**src/design/emsm_pkg.sv**
```systemverilog
// Shared types and constants of the smoothed class-probability median filter.
package emsm_pkg;

  // Frame layout fixed by the field widths of the channels.
  localparam int CLASS_COUNT = 7;
  localparam int CLASS_IDX_W = 3;
  localparam int SAMPLE_BITS = 16;

  // Smoothing weight in Q1.16, where ALPHA_ONE stands for 1.0.
  localparam int ALPHA_W = 17;
  localparam int ALPHA_FRAC = 16;
  localparam logic [ALPHA_W-1:0] ALPHA_ONE = 17'h10000;
  localparam logic [ALPHA_W-1:0] ALPHA_RESET = 17'd6554;

  // Window length register.
  localparam int WIN_W = 7;
  localparam logic [WIN_W-1:0] WIN_RESET = 7'd60;

  // Configuration write channel.
  localparam int CFG_IDX_W = 8;
  localparam int CFG_DATA_W = 17;
  localparam logic [CFG_IDX_W-1:0] CFG_ALPHA = 8'd0;
  localparam logic [CFG_IDX_W-1:0] CFG_WINDOW = 8'd1;

  typedef logic [SAMPLE_BITS-1:0] sample_t;

  typedef struct packed {
    sample_t prob_class0;
    sample_t prob_class1;
    sample_t prob_class2;
    sample_t prob_class3;
    sample_t prob_class4;
    sample_t prob_class5;
    sample_t prob_class6;
  } in_payload_t;

  typedef struct packed {
    sample_t median_class0;
    sample_t median_class1;
    sample_t median_class2;
    sample_t median_class3;
    sample_t median_class4;
    sample_t median_class5;
    sample_t median_class6;
  } out_payload_t;

  typedef struct packed {
    logic [CFG_IDX_W-1:0]  reg_index;
    logic [CFG_DATA_W-1:0] wr_data;
  } cfg_payload_t;

endpackage

```
**src/design/emsm_ema.sv**
```systemverilog
// Exponential moving average over the class lanes, one class per cycle on one multiplier.
module emsm_ema (
  input  logic                                 clk_i,
  input  logic                                 rst_ni,
  input  logic                                 start_i,
  input  emsm_pkg::sample_t                    sample_i [emsm_pkg::CLASS_COUNT],
  input  logic [emsm_pkg::ALPHA_W-1:0]         alpha_i,
  output emsm_pkg::sample_t                    smooth_o [emsm_pkg::CLASS_COUNT],
  output logic                                 done_o
);

  localparam int IDX_W = emsm_pkg::CLASS_IDX_W;
  localparam int SB = emsm_pkg::SAMPLE_BITS;
  localparam int PROD_W = emsm_pkg::ALPHA_W + SB + 2;
  localparam logic [IDX_W-1:0] LAST_IDX = IDX_W'(emsm_pkg::CLASS_COUNT - 1);

  emsm_pkg::sample_t x_q [emsm_pkg::CLASS_COUNT];
  emsm_pkg::sample_t sm_q [emsm_pkg::CLASS_COUNT];
  emsm_pkg::sample_t x2_q;
  emsm_pkg::sample_t avg_q;
  logic signed [PROD_W-1:0] prod_q;
  logic [IDX_W-1:0] idx_q;
  logic [IDX_W-1:0] p_idx_q;
  logic             issue_q;
  logic             p_vld_q;
  logic             started_q;
  logic             done_q;

  logic signed [emsm_pkg::ALPHA_W:0] alpha_s;
  logic signed [SB:0]                diff_s;
  logic signed [PROD_W-1:0]          base_s;
  logic signed [PROD_W-1:0]          acc_s;
  emsm_pkg::sample_t                 ema_val;

  // The step is rewritten as avg + alpha*(x - avg), so one signed multiply suffices.
  assign alpha_s = $signed({1'b0, alpha_i});
  assign diff_s  = $signed({1'b0, x_q[idx_q]}) - $signed({1'b0, sm_q[idx_q]});
  assign base_s  = $signed({{(PROD_W-SB-emsm_pkg::ALPHA_FRAC){1'b0}}, avg_q,
                            {emsm_pkg::ALPHA_FRAC{1'b0}}});
  assign acc_s   = base_s + prod_q;
  assign ema_val = acc_s[emsm_pkg::ALPHA_FRAC +: SB];

  // Sequencing of the two stages and the smoothed state.
  always_ff @(posedge clk_i or negedge rst_ni) begin
    if (!rst_ni) begin
      issue_q   <= 1'b0;
      idx_q     <= '0;
      p_vld_q   <= 1'b0;
      p_idx_q   <= '0;
      started_q <= 1'b0;
      done_q    <= 1'b0;
      for (int c = 0; c < emsm_pkg::CLASS_COUNT; c++) begin
        sm_q[c] <= '0;
      end
    end else begin
      if (start_i) begin
        issue_q <= 1'b1;
        idx_q   <= '0;
      end else if (issue_q) begin
        idx_q <= idx_q + 1'b1;
        if (idx_q == LAST_IDX) begin
          issue_q <= 1'b0;
        end
      end
      p_vld_q <= issue_q;
      p_idx_q <= idx_q;
      done_q  <= p_vld_q && (p_idx_q == LAST_IDX);
      if (p_vld_q) begin
        // The first frame after reset loads the average directly.
        sm_q[p_idx_q] <= started_q ? ema_val : x2_q;
        if (p_idx_q == LAST_IDX) begin
          started_q <= 1'b1;
        end
      end
    end
  end

  // Frame capture and the multiply stage.
  always_ff @(posedge clk_i) begin
    if (start_i) begin
      x_q <= sample_i;
    end
    if (issue_q) begin
      x2_q   <= x_q[idx_q];
      avg_q  <= sm_q[idx_q];
      prod_q <= alpha_s * diff_s;
    end
  end

  assign smooth_o = sm_q;
  assign done_o   = done_q;

endmodule

```
**config.mk**
```make
export PLATFORM = sky130hd
export DESIGN_NAME = emsm_ema
export DESIGN_NICKNAME = d
export VERILOG_FILES = /design/src/design/emsm_pkg.sv /design/src/design/emsm_ema.sv
export SDC_FILE = /design/constraint.sdc
export NUM_CORES = 1
export LEC_CHECK = 0
export BUFFER_PORTS_ARGS = -buffer_cell sky130_fd_sc_hd__clkbuf_2
export CORE_ASPECT_RATIO = 1.1
export CORE_MARGIN = 2
export CORE_UTILIZATION = 50
export DETAILED_ROUTE_END_ITERATION = 8
export PLACE_DENSITY = 0.67
export SYNTH_ARGS = -nofsm -noshare
export SYNTH_HDL_FRONTEND = slang
export SYNTH_SLANG_ARGS = --single-unit
```
**constraint.sdc**
```tcl
create_clock -name clk_i -period 21.8 [get_ports clk_i]
set_clock_uncertainty 0.2 [all_clocks]
set_input_delay 1.09 -clock clk_i [delete_from_list [all_inputs] [get_ports clk_i]]
set_output_delay 1.09 -clock clk_i [all_outputs]
set_load 0.01 [all_outputs]
```
==> results_dict.tcl <==
set metrics [dict create \
    outcome "finished clean" \
    max_slew_margin_pct 19.2 \
    grt_pass1_wl_mm 89.0 \
    synth_area_per_cell_sq_um 10.5 \
    nNetsFinal 2766 \
    totalWireLength_mm 56.3 \
    clock.fmax_mhz 92.1 \
    antenna_found_initial 4 \
    setup_viol 0 \
    synthesis.instances 2058 \
    period_needed_ps 10850 \
    cts_root_buffer "clkbuf_16" \
    cts_hold_buf 0 \
    gr-usage-all-layers_pct 25.5 \
    critPathKind "register to register" \
    worstMarginPinSlew_ps 1210 \
    die_y_um 222 \
    yosys-top-cells-area "edfxtp_1 22%, fa_1 21%, dfrtp_1 14%, ha_1 8.1%, inv_1 5.4%" \
    die_area_sq_um 45000 \
    crit_slowest_cell "nor2_1" \
    clk_pin_slew_ps 70 \
    layout-drive-gt1-share_pct 16.1 \
    place.gp.congestion 0.874 \
    grt_overflow_total 0 \
    post-cts-setup-buffers 0 \
    grt_pass1_vias 16400 \
    critPathMostFrequentCell "fa_1" \
    cp_num_buf_inv 4 \
    synth.cell_area_sq_um 21700 \
    rows 80 \
    cts_buffers 29 \
    vias 15500 \
    synth.net_count 2555 \
    stdcell_count 2869 \
    core-area_sq_um 43000 \
    synth_top_area_share_pct 22.2 \
    port_buffers 244 \
    max_stage_delay_ps 830 \
    area_growth_pct 12.8 \
    cts_resized 0 \
    postSynth.asyncResetShare_pct 43.3 \
    drt-initial-drc-count 1016 \
    maxCapViolCount 0 \
    seq_area_frac_synth_pct 36.3 \
    rsz0062_at_grt "false" \
    drc 0 \
    drv_slew 0 \
    clock-sinks 282 \
    die_w_um 203 \
    dp_hpwl_mm 42.2 \
    start_util_pct 50.4 \
    synth_seq_cells 282 \
    postRouteAntennaNets 0 \
    yosysWarnings 0 \
    numPlacedInstances 2812 \
    synth_top_area_cell "edfxtp_1" \
    ctsHtreeMaxLevel 1 \
    clkLatencyLatePin_ps 570 \
    critPathCaptureType "register" \
    critPathMaxFanout 40 \
    tns_ps 0 \
    hp-class "register to register" \
    ys_types 60 \
    crit_required_ps 21890 \
    fillers 3710 \
    grt_max_degree 75 \
    finalHoldViolCount 0 \
    period_share_pct 49.8 \
    drt-vias-per-instance 5.39 \
    cp.arrival_ps 10950 \
    cts_tree "done" \
    pin_count 245 \
    clockBufferDepth 3 \
    routedWlPerCell_um 19.6 \
    cpLargestDelayFamily "adder cells" \
    start_kind "register" \
    synth_edf_count 160 \
    firstDrtPassIters 5 \
    ys.flop_type "edfxtp_1" \
]
==> Yosys cell counts (2+ instances only) <==
library cell  instances
clkbuf_1             66
a211oi_1              4
nand2b_1             15
o21ai_1               3
a41o_1                2
xnor2_1              30
fa_1                225
o211ai_1              9
nand3_1              11
a2111oi_2             2
or3_1                 5
o21bai_1              2
edfxtp_1            160
nand2_1             286
or2_2                10
a21o_1               28
or4_1                 3
mux4_2               32
dfrtp_1             122
mux2i_1              53
ha_1                140
buf_1                14
buf_2                 3
nor2b_1              44
and4_1                2
a21oi_1              70
o21a_1                7
inv_1               310
and2_1               90
o2111ai_1             2
o21ai_0             115
nor2_1              132
a31oi_1              11
a21oi_2               2
xor2_1                8
nor3_1               15
a21boi_0              2
==> cells by family after synthesis <==
kind of cell             synth area share [%]
AND/OR/NAND/NOR                          13.1
multiplexers                             5.77
flip-flops                               36.3
AO/OA/AOI/OAI                            7.48
adder cells (fa/ha/maj)                  28.9
XOR/XNOR                                 1.71
buffers and inverters                    6.86
==> per-stage QoR <==
| stage | util (%) | instance area [sq um] | setup WS (ps) | hold slack (ps) |
|---|---|---|---|---|
| 2_1_floorplan | - | 21700 | 12550 | 178 |
| 3_3_place_gp | 54.6 | 23500 | 11140 | 284 |
| 3_5_place_dp | 54.6 | 23500 | 10970 | 296 |
| 4_1_cts | 56.8 | 24400 | 10920 | 310 |
| 5_1_grt | 56.8 | 24400 | 10230 | 335 |
| 6_report | 56.8 | 24400 | 10950 | 307 |
==> worst paths after layout <==
check                             start            to  slack (ps)  depth (start not counted)
min                        smooth_o[49]  smooth_o[49]         310                          2
max                            idx_q[0]    prod_q[31]       10950                         33
min reg2reg                smooth_o[49]  smooth_o[49]         310                          2
max reg2reg                    idx_q[0]    prod_q[31]       10950                         33
max in group asynchronous        rst_ni  smooth_o[28]       19710                          2
min in group asynchronous        rst_ni  smooth_o[55]         330                          1
==> area by class of cell <==
| type | count | area [sq um] | share of cell area [%] |
|---|---|---|---|
| multi-input cells | 1382 | 12400 | 50.6 |
| inverters | 310 | 1160 | 4.76 |
| diodes | 3 | 7.51 | 0.0307 |
| well taps | 574 | 718 | 2.94 |
| clock inverters | 17 | 169 | 0.691 |
| clock buffers | 37 | 776 | 3.17 |
| repair buffers | 264 | 1380 | 5.63 |
| flip-flops and latches | 282 | 7870 | 32.2 |
==> per-layer routing <==
| layer | share of wire [%] | vias to the layer above | global-route usage, % |
|---|---|---|---|
| li1 | - | 7096 | - |
| met1 | 41 | 7750 | 33.6 |
| met2 | 50 | 512 | 43.9 |
| met3 | 5.8 | 116 | 2.96 |
| met4 | 3.7 | 0 | 8.64 |
| met5 | 0 | - | 0 |
==> cell usage in the layout (no fill, tap or decap), types with 7 or more instances in the layout <==
| master | n |
|---|---|
| nand3_1 | 11 |
| nor2b_1 | 43 |
| o21a_1 | 7 |
| o21ai_0 | 115 |
| a31oi_1 | 11 |
| buf_4 | 22 |
| xor2_1 | 7 |
| dfrtp_1 | 118 |
| mux2i_1 | 53 |
| clkbuf_16 | 29 |
| nor3_1 | 15 |
| a21o_1 | 28 |
| edfxtp_1 | 160 |
| nor2_1 | 132 |
| xnor2_1 | 27 |
| nand2b_1 | 15 |
| fa_1 | 225 |
| or2_2 | 10 |
| o211ai_1 | 9 |
| mux4_2 | 32 |
| a21oi_1 | 69 |
| clkbuf_2 | 242 |
| nand2_1 | 286 |
| and2_1 | 90 |
| ha_1 | 140 |
| inv_1 | 310 |
==> flip-flops by register name, indices dropped and copies added, names as in the netlist <==
name       count
idx_q          3
x2_q          16
p_idx_q        3
avg_q         16
started_q      1
done_o         1
p_vld_q        1
prod_q        16
x_q          112
smooth_o     112
issue_q        1
==> tightest hold or removal path, cell delays in order, from the launching register on <==
cell and delay (ps):
dfrtp_1 360, nand2_1 50, o21ai_0 60
Power is not shown: default switching activity piles up to over one toggle a cycle in this logic, so the estimate is an artifact.
