==> src/design/emsm_pkg.sv <==
// Shared types and constants of the smoothed class-probability median filter.
package emsm_pkg;

  // Frame layout fixed by the field widths of the channels.
  localparam int CLASS_COUNT = 7;
  localparam int CLASS_IDX_W = 3;
  localparam int SAMPLE_BITS = 16;

  // Smoothing weight in Q1.16, where ALPHA_ONE stands for 1.0.
  localparam int ALPHA_W = 17;
  localparam int ALPHA_FRAC = 16;
  localparam logic [ALPHA_W-1:0] ALPHA_ONE = 17'h10000;
  localparam logic [ALPHA_W-1:0] ALPHA_RESET = 17'd6554;

  // Window length register.
  localparam int WIN_W = 7;
  localparam logic [WIN_W-1:0] WIN_RESET = 7'd60;

  // Configuration write channel.
  localparam int CFG_IDX_W = 8;
  localparam int CFG_DATA_W = 17;
  localparam logic [CFG_IDX_W-1:0] CFG_ALPHA = 8'd0;
  localparam logic [CFG_IDX_W-1:0] CFG_WINDOW = 8'd1;

  typedef logic [SAMPLE_BITS-1:0] sample_t;

  typedef struct packed {
    sample_t prob_class0;
    sample_t prob_class1;
    sample_t prob_class2;
    sample_t prob_class3;
    sample_t prob_class4;
    sample_t prob_class5;
    sample_t prob_class6;
  } in_payload_t;

  typedef struct packed {
    sample_t median_class0;
    sample_t median_class1;
    sample_t median_class2;
    sample_t median_class3;
    sample_t median_class4;
    sample_t median_class5;
    sample_t median_class6;
  } out_payload_t;

  typedef struct packed {
    logic [CFG_IDX_W-1:0]  reg_index;
    logic [CFG_DATA_W-1:0] wr_data;
  } cfg_payload_t;

endpackage

==> src/design/emsm_lane.sv <==
// One class lane: a sorted list of held frames in a two-bank memory, merged and ranked per frame.
module emsm_lane #(
  parameter int WINDOW_DEPTH = 64
) (
  input  logic                                clk_i,
  input  logic                                rst_ni,
  input  logic                                start_i,
  input  emsm_pkg::sample_t                   value_i,
  input  logic [$clog2(WINDOW_DEPTH+1)-1:0]   held_i,
  input  logic                                full_i,
  input  logic [$clog2(WINDOW_DEPTH)-1:0]     slot_i,
  input  logic [$clog2(WINDOW_DEPTH+1)-1:0]   count_i,
  output logic                                busy_o,
  output emsm_pkg::sample_t                   median_o
);

  localparam int SLOT_W = $clog2(WINDOW_DEPTH);
  localparam int CNT_W = $clog2(WINDOW_DEPTH + 1);
  localparam int SB = emsm_pkg::SAMPLE_BITS;
  localparam int ENT_W = SB + SLOT_W;
  localparam int AGE_W = CNT_W + 1;
  localparam int MEM_DEPTH = 2 ** (SLOT_W + 1);

  // Each entry holds a smoothed value and the ring slot of the frame it came from.
  logic [ENT_W-1:0] mem [MEM_DEPTH];
  logic [ENT_W-1:0] rdata_q;
  logic [ENT_W-1:0] hold_q, hold_d;
  logic             hold_vld_q, hold_vld_d;
  logic             ins_q, ins_d;
  logic             busy_q;
  logic             bank_q;
  logic             rd_vld_q;
  logic [CNT_W-1:0] rd_idx_q;
  logic [CNT_W-1:0] wr_idx_q;
  logic [CNT_W-1:0] cnt_q;
  emsm_pkg::sample_t v_q;
  emsm_pkg::sample_t med_q;
  logic [CNT_W-1:0]  m_q;
  logic [CNT_W-1:0]  n_q;
  logic              full_q;
  logic [SLOT_W-1:0] ws_q;

  logic              rd_en;
  logic              fin;
  emsm_pkg::sample_t d_val;
  logic [SLOT_W-1:0] d_slot;
  logic              evict;
  logic [ENT_W-1:0]  new_ent;
  logic              emit_vld;
  logic [ENT_W-1:0]  emit_ent;
  logic [AGE_W-1:0]  ws_ext, s_ext, age;
  logic              in_win;

  assign rd_en   = busy_q && (rd_idx_q < m_q);
  assign fin     = busy_q && !(rd_idx_q < m_q) && !rd_vld_q;
  assign d_val   = rdata_q[ENT_W-1:SLOT_W];
  assign d_slot  = rdata_q[SLOT_W-1:0];
  assign evict   = full_q && (d_slot == ws_q);
  assign new_ent = {v_q, ws_q};

  // Merge step: drop the evicted frame, insert the new one ahead of the first larger value.
  // A single holding entry absorbs the one-place shift that the insertion causes.
  always_comb begin
    emit_vld   = 1'b0;
    emit_ent   = new_ent;
    hold_vld_d = hold_vld_q;
    hold_d     = hold_q;
    ins_d      = ins_q;
    if (busy_q && rd_vld_q) begin
      if (hold_vld_q) begin
        emit_vld   = 1'b1;
        emit_ent   = hold_q;
        hold_vld_d = !evict;
        hold_d     = rdata_q;
      end else if (!ins_q && !evict && (v_q < d_val)) begin
        emit_vld   = 1'b1;
        emit_ent   = new_ent;
        ins_d      = 1'b1;
        hold_vld_d = 1'b1;
        hold_d     = rdata_q;
      end else if (!evict) begin
        emit_vld = 1'b1;
        emit_ent = rdata_q;
      end
    end else if (fin) begin
      if (hold_vld_q) begin
        emit_vld   = 1'b1;
        emit_ent   = hold_q;
        hold_vld_d = 1'b0;
      end else if (!ins_q) begin
        emit_vld = 1'b1;
        emit_ent = new_ent;
        ins_d    = 1'b1;
      end
    end
  end

  // Age of an emitted entry, counted back from the newest frame.
  assign ws_ext = AGE_W'(ws_q);
  assign s_ext  = AGE_W'(emit_ent[SLOT_W-1:0]);
  assign age    = (ws_ext >= s_ext) ? (ws_ext - s_ext)
                                    : (ws_ext + AGE_W'(WINDOW_DEPTH) - s_ext);
  assign in_win = age < AGE_W'(n_q);

  // Lane control.
  always_ff @(posedge clk_i or negedge rst_ni) begin
    if (!rst_ni) begin
      busy_q     <= 1'b0;
      bank_q     <= 1'b0;
      rd_vld_q   <= 1'b0;
      rd_idx_q   <= '0;
      wr_idx_q   <= '0;
      cnt_q      <= '0;
      ins_q      <= 1'b0;
      hold_vld_q <= 1'b0;
    end else if (start_i) begin
      busy_q     <= 1'b1;
      rd_vld_q   <= 1'b0;
      rd_idx_q   <= '0;
      wr_idx_q   <= '0;
      cnt_q      <= '0;
      ins_q      <= 1'b0;
      hold_vld_q <= 1'b0;
    end else if (busy_q) begin
      rd_vld_q   <= rd_en;
      ins_q      <= ins_d;
      hold_vld_q <= hold_vld_d;
      if (rd_en) begin
        rd_idx_q <= rd_idx_q + 1'b1;
      end
      if (emit_vld) begin
        wr_idx_q <= wr_idx_q + 1'b1;
      end
      if (emit_vld && in_win) begin
        cnt_q <= cnt_q + 1'b1;
      end
      // The freshly written bank becomes the one read by the next frame.
      if (fin) begin
        busy_q <= 1'b0;
        bank_q <= ~bank_q;
      end
    end
  end

  // Command capture, median capture and the memory. Banks never overlap within a pass.
  always_ff @(posedge clk_i) begin
    if (start_i) begin
      v_q    <= value_i;
      m_q    <= held_i;
      full_q <= full_i;
      ws_q   <= slot_i;
      n_q    <= count_i;
    end
    hold_q <= hold_d;
    if (emit_vld && in_win && (cnt_q == (n_q >> 1))) begin
      med_q <= emit_ent[ENT_W-1:SLOT_W];
    end
    if (rd_en) begin
      rdata_q <= mem[{bank_q, rd_idx_q[SLOT_W-1:0]}];
    end
    if (emit_vld) begin
      mem[{~bank_q, wr_idx_q[SLOT_W-1:0]}] <= emit_ent;
    end
  end

  assign busy_o   = busy_q;
  assign median_o = med_q;

endmodule

==> config.mk <==
export PLATFORM = sky130hd
export DESIGN_NAME = emsm_lane
export DESIGN_NICKNAME = d
export VERILOG_FILES = /design/src/design/emsm_pkg.sv /design/src/design/emsm_lane.sv
export SDC_FILE = /design/constraint.sdc
export NUM_CORES = 2
export LEC_CHECK = 0
export BUFFER_PORTS_ARGS = -buffer_cell sky130_fd_sc_hd__buf_2
export CELL_PAD_IN_SITES_DETAIL_PLACEMENT = 2
export CELL_PAD_IN_SITES_GLOBAL_PLACEMENT = 2
export CORE_MARGIN = 4
export CORE_UTILIZATION = 50
export CTS_BUF_LIST = sky130_fd_sc_hd__clkbuf_4
export CTS_CLUSTER_DIAMETER = 150
export DETAILED_ROUTE_END_ITERATION = 8
export PLACE_DENSITY = 0.87
export SYNTH_ARGS = -nofsm -noshare
export SYNTH_HDL_FRONTEND = slang
export SYNTH_SLANG_ARGS = --single-unit
==> constraint.sdc <==
create_clock -name clk_i -period 15.6 [get_ports clk_i]
set_clock_uncertainty 0.05 [all_clocks]
set_input_delay 3.12 -clock clk_i [delete_from_list [all_inputs] [get_ports clk_i]]
set_output_delay 3.12 -clock clk_i [all_outputs]
set_load 0.02 [all_outputs]
==> run_results.csv, run 1 <==
group,metric,value,unit
die,rows,174,
die,die_h,484,um
die,initial_core_util,0.503,
synth,synth_seq_area_share,0.779,
place,io_buffers,56,
synth,syn-num-nets,4712,
synth,syn_area_per_cell,24.4,um^2
status,failing_step,"detailed placement (3_5_place_dp)",
synth,async_flop_share,0.00851,
synth,netlist_area,113000,um^2
synth,ys_ff_latch,2938,
die,io_pins,57,
synth,synth.distinct_cells,57,
place,hpwlAfterDp,305,mm
synth,synth_edf_count,2913,
die,die_x,484,um
place,gp_congestion,0.862,
status,toolErrorMsg,"[ERROR DPL-0033] detailed placement checks failed during check placement.",
synth,ys_warn_count,0,
status,status,"stopped before the end",
synth,synth_ff_type,"edfxtp_1",
synth,syn_inst,4634,
-- cells by family after synthesis --
group | synth area share
and+or+nand+nor | 0.0118
muxes | 0.187
buffers and inverters | 0.0101
AOI/OAI and AO/OA | 0.00593
adders and majority gates | 0.00421
xor gates and xnor gates | 0.00201
DFF | 0.779
-- synth_stat cells (20+ instances only) --
| cell type | instances | area [um^2] |
|---|---|---|
| dfrtp_1 | 25 | 626 |
| edfxtp_1 | 2913 | 87500 |
| mux4_2 | 924 | 20800 |
| nand3_1 | 20 | 100 |
| nand2_1 | 27 | 101 |
| buf_1 | 37 | 139 |
| mux2_2 | 25 | 282 |
| nor2_1 | 192 | 721 |
| clkbuf_1 | 141 | 529 |
| a21oi_1 | 23 | 115 |
| inv_1 | 40 | 150 |
| ha_1 | 38 | 475 |
| buf_2 | 57 | 285 |
-- metrics by stage --
stage / cell area [um^2] / setup WS [ns] / hold slack, ns
2_1_floorplan: 113000 / 5.45 / 0.400
3_3_place_gp: 118000 / 7.03 / 0.411
==> run 2, diff against run 1 <==
- CELL_PAD_IN_SITES_DETAIL_PLACEMENT: 2 -> unset
- CELL_PAD_IN_SITES_GLOBAL_PLACEMENT: 2 -> unset
- CORE_UTILIZATION: 50 -> 35
- CTS_BUF_LIST: sky130_fd_sc_hd__clkbuf_4 -> unset
- CTS_CLUSTER_DIAMETER: 150 -> unset
- PLACE_DENSITY: 0.87 -> unset
- PLACE_DENSITY_LB_ADDON: unset -> 0.15
==> run 2 against run 1 <==
  * Synthesized cell count is the same
  * Synthesized area is the same
  * The run now ends clean
==> run_results.csv, run 2 <==
group,metric,value,unit
synth,syn_inst,4634,
worst_setup_path,crit_type,"reg2reg",
synth,yosysMostFrequentCell,"edfxtp_1",
clock_network,ctsHoldBuffers,0,
min_path,worstHoldStart,"rdata_q[8]",
clock_network,cts_buffers,321,
timing,max_freq,0.123,GHz
synth,synth.distinct_cells,57,
timing,finalCritPeriodShare,0.520,
status,status,"finished clean",
synth,synth_edf_count,2913,
global_route,grt_pass1_wl,441,mm
place,gp_congestion,0.803,
timing,layout_min_cycle_time,8.10,ns
synth,synth_area_leaders,"edfxtp_1 77%, mux4_2 18%, nor2_1 0.64%",
layout,fillers,28028,
drt,drcViolationCount,0,
layout,largest_reg_flops,2816,
power,power_density,160,nW/um^2
timing,setup_viol,0,
worst_setup_path,reg2reg_from,"rd_idx_q[5]",
flow_run,cap_violations,0,
timing,setup_tns,0,ns
timing,final-hold-violation-count,0,
worst_setup_path,cp-end-kind,"register",
drt,drt_iter0_drc,5621,
layout,final_util,0.404,
synth,yosysTopAreaCellShare,0.774,
worst_setup_path,startpoint_type,"register",
die,die_x,576,um
clock_network,post_cts_resized,0,
drt,ant_nets,0,
timing,hold_slack,0.412,ns
place,pre_cts_ws,7.44,ns
die,io_pins,57,
synth,syn-num-nets,4712,
clock_network,cts-root-buf,"clkbuf_16",
die,rows,208,
clock_network,clkLatencyLatePin,0.91,ns
global_route,grt_max_degree,141,
drt,via_per_inst,5.41,
die,coreArea,321000,um^2
synth,synth_common_cells,"2,913 x edfxtp_1, 924 x mux4_2, 192 x nor2_1",
global_route,grt-ovfl-total,0,
clock_network,cts.sinks,2938,
global_route,grt.total_usage,0.190,
drt,wl_per_cell,33.6,um
worst_setup_path,cp.arrival,8.85,ns
worst_setup_path,worstPathRequired,16.35,ns
worst_setup_path,crit_path_start,"rd_idx_q[5]",
clock_network,clkTransAtPathRegs,0.06,ns
synth,async_flop_share,0.00851,
timing,slew_headroom,0.0686,
synth,synth_top_cell_by_area,"edfxtp_1",
worst_setup_path,crit_fanout,50,
global_route,grt_pass1_vias,53100,
timing,rsz0062_at_grt,"no",
layout,drive_gt1_frac,0.334,
layout,synthToLayoutAreaGrowth,14.8,%
clock_network,postCtsSetupBuffers,0,
place,hpwlAfterDp,173,mm
die,die_h,576,um
power,power_leakage,38.6,nW
drt,dr.pass1.iters,7,
timing,setup_slack,7.50,ns
timing,drv_slew,0,
min_path,hold_class,"reg2reg",
timing,tightestPinTransition,1.39,ns
clock_network,htree_levels,5,
layout,nNetsFinal,4966,
die,initial_core_util,0.352,
drt,wirelength,318,mm
layout,final_common_cell,"edfxtp_1",
place,io_buffers,56,
clock_network,cts_tree,"done",
synth,syn_area_per_cell,24.4,um^2
global_route,antenna_found_initial,52,
power,ir_drop,0.124,mV
clock_network,clock_path_buffers,4,
layout,mostFrequentLayoutCells,"2,913 x edfxtp_1, 924 x mux4_2, 325 x clkbuf_16",
drt,via_count,51250,
synth,synth_ff_type,"edfxtp_1",
synth,ys_ff_latch,2938,
synth,netlist_area,113000,um^2
die,die_area,332000,um^2
synth,ys_warn_count,0,
synth,synth_seq_area_share,0.779,
[run 2: cell counts after synthesis]
Identical to the previous run, type by type.
[run 2: worst paths after layout]
check / end / slack (ns) / cells past startpoint
worst min-delay path: hold_q[8] / 0.41 / 0
worst max register to register: cnt_q[5] / 7.50 / 25
min in group asynchronous: rd_idx_q[6] / 2.27 / 1
worst min register to register: hold_q[8] / 0.41 / 0
max in group asynchronous: rd_idx_q[5] / 12.61 / 1
worst max-delay path: cnt_q[5] / 7.50 / 25
[run 2: cells by family (layout without fill, tap and decap cells)]
group	Yosys count	after routing	synth area share
and+or+nand+nor	301	301	0.0118
DFF	2938	2938	0.779
buffers and inverters	279	786	0.0101
adders and majority gates	38	38	0.00421
other	0	19	0
xor gates and xnor gates	26	26	0.00201
muxes	951	951	0.187
AOI/OAI and AO/OA	101	101	0.00593
[run 2: stage by stage]
step / total power [mW] / cell area (um^2) / cells
finish: 20.7 / 130000 / 9465
global route: 21.5 / 130000 / 9460
CTS: 21.0 / 130000 / 9446
detailed placement: 13.6 / 120000 / 8870
global placement: 13.6 / 120000 / 8870
floorplan: 12.1 / 113000 / 4634
[run 2: power by group]
part | switching (mW) | total, mW | internal [mW]
sequential | 0.0801 | 10.1 | 10.1
combinational | 2.45 | 3.28 | 0.833
clock | 3.13 | 7.32 | 4.20
total | 5.66 | 20.7 | 15.1
[run 2: layout make-up]
cell class,count,area (um^2),share of cell area
clock buffer,421,8550,0.0659
tap,4305,5390,0.0415
multi-input combinational,1417,24900,0.192
antenna,19,47.5,0.000366
clock inverter,155,1460,0.0113
timing repair buffer,170,1230,0.00944
inverter,40,155,0.00120
sequential,2938,88100,0.679
[run 2: per-layer routing]
layer / vias to the layer above / part of all wire / global-route usage
li1: 20582 / - / -
met1: 28672 / 0.43 / 0.270
met2: 1585 / 0.48 / 0.301
met3: 409 / 0.057 / 0.0304
met4: 2 / 0.034 / 0.0620
met5: - / 0.000022 / 0
[run 2: critical path, cell delays in order, from the launching register on]
cell and delay, ns:
dfrtp_4 1.13, ha_1 0.29, nand4_1 0.11, o31ai_2 0.60
o21ai_0 0.18, nand2b_1 0.19, nand2_1 0.68, o21a_4 0.58
inv_1 0.10, ha_1 0.41, and3_1 0.22, and2_1 0.26
nand4_1 0.13, a22o_1 0.25, nand3_1 0.13, mux2_2 0.35
ha_1 0.27, a21boi_0 0.12, o21a_1 0.18, o21a_1 0.16
o21a_1 0.16, o21a_1 0.16, o21ai_0 0.14, nand3b_1 0.35
nor4b_1 0.42, mux2_2 0.37
No activity file was read; power rests on OpenSTA's default activity.
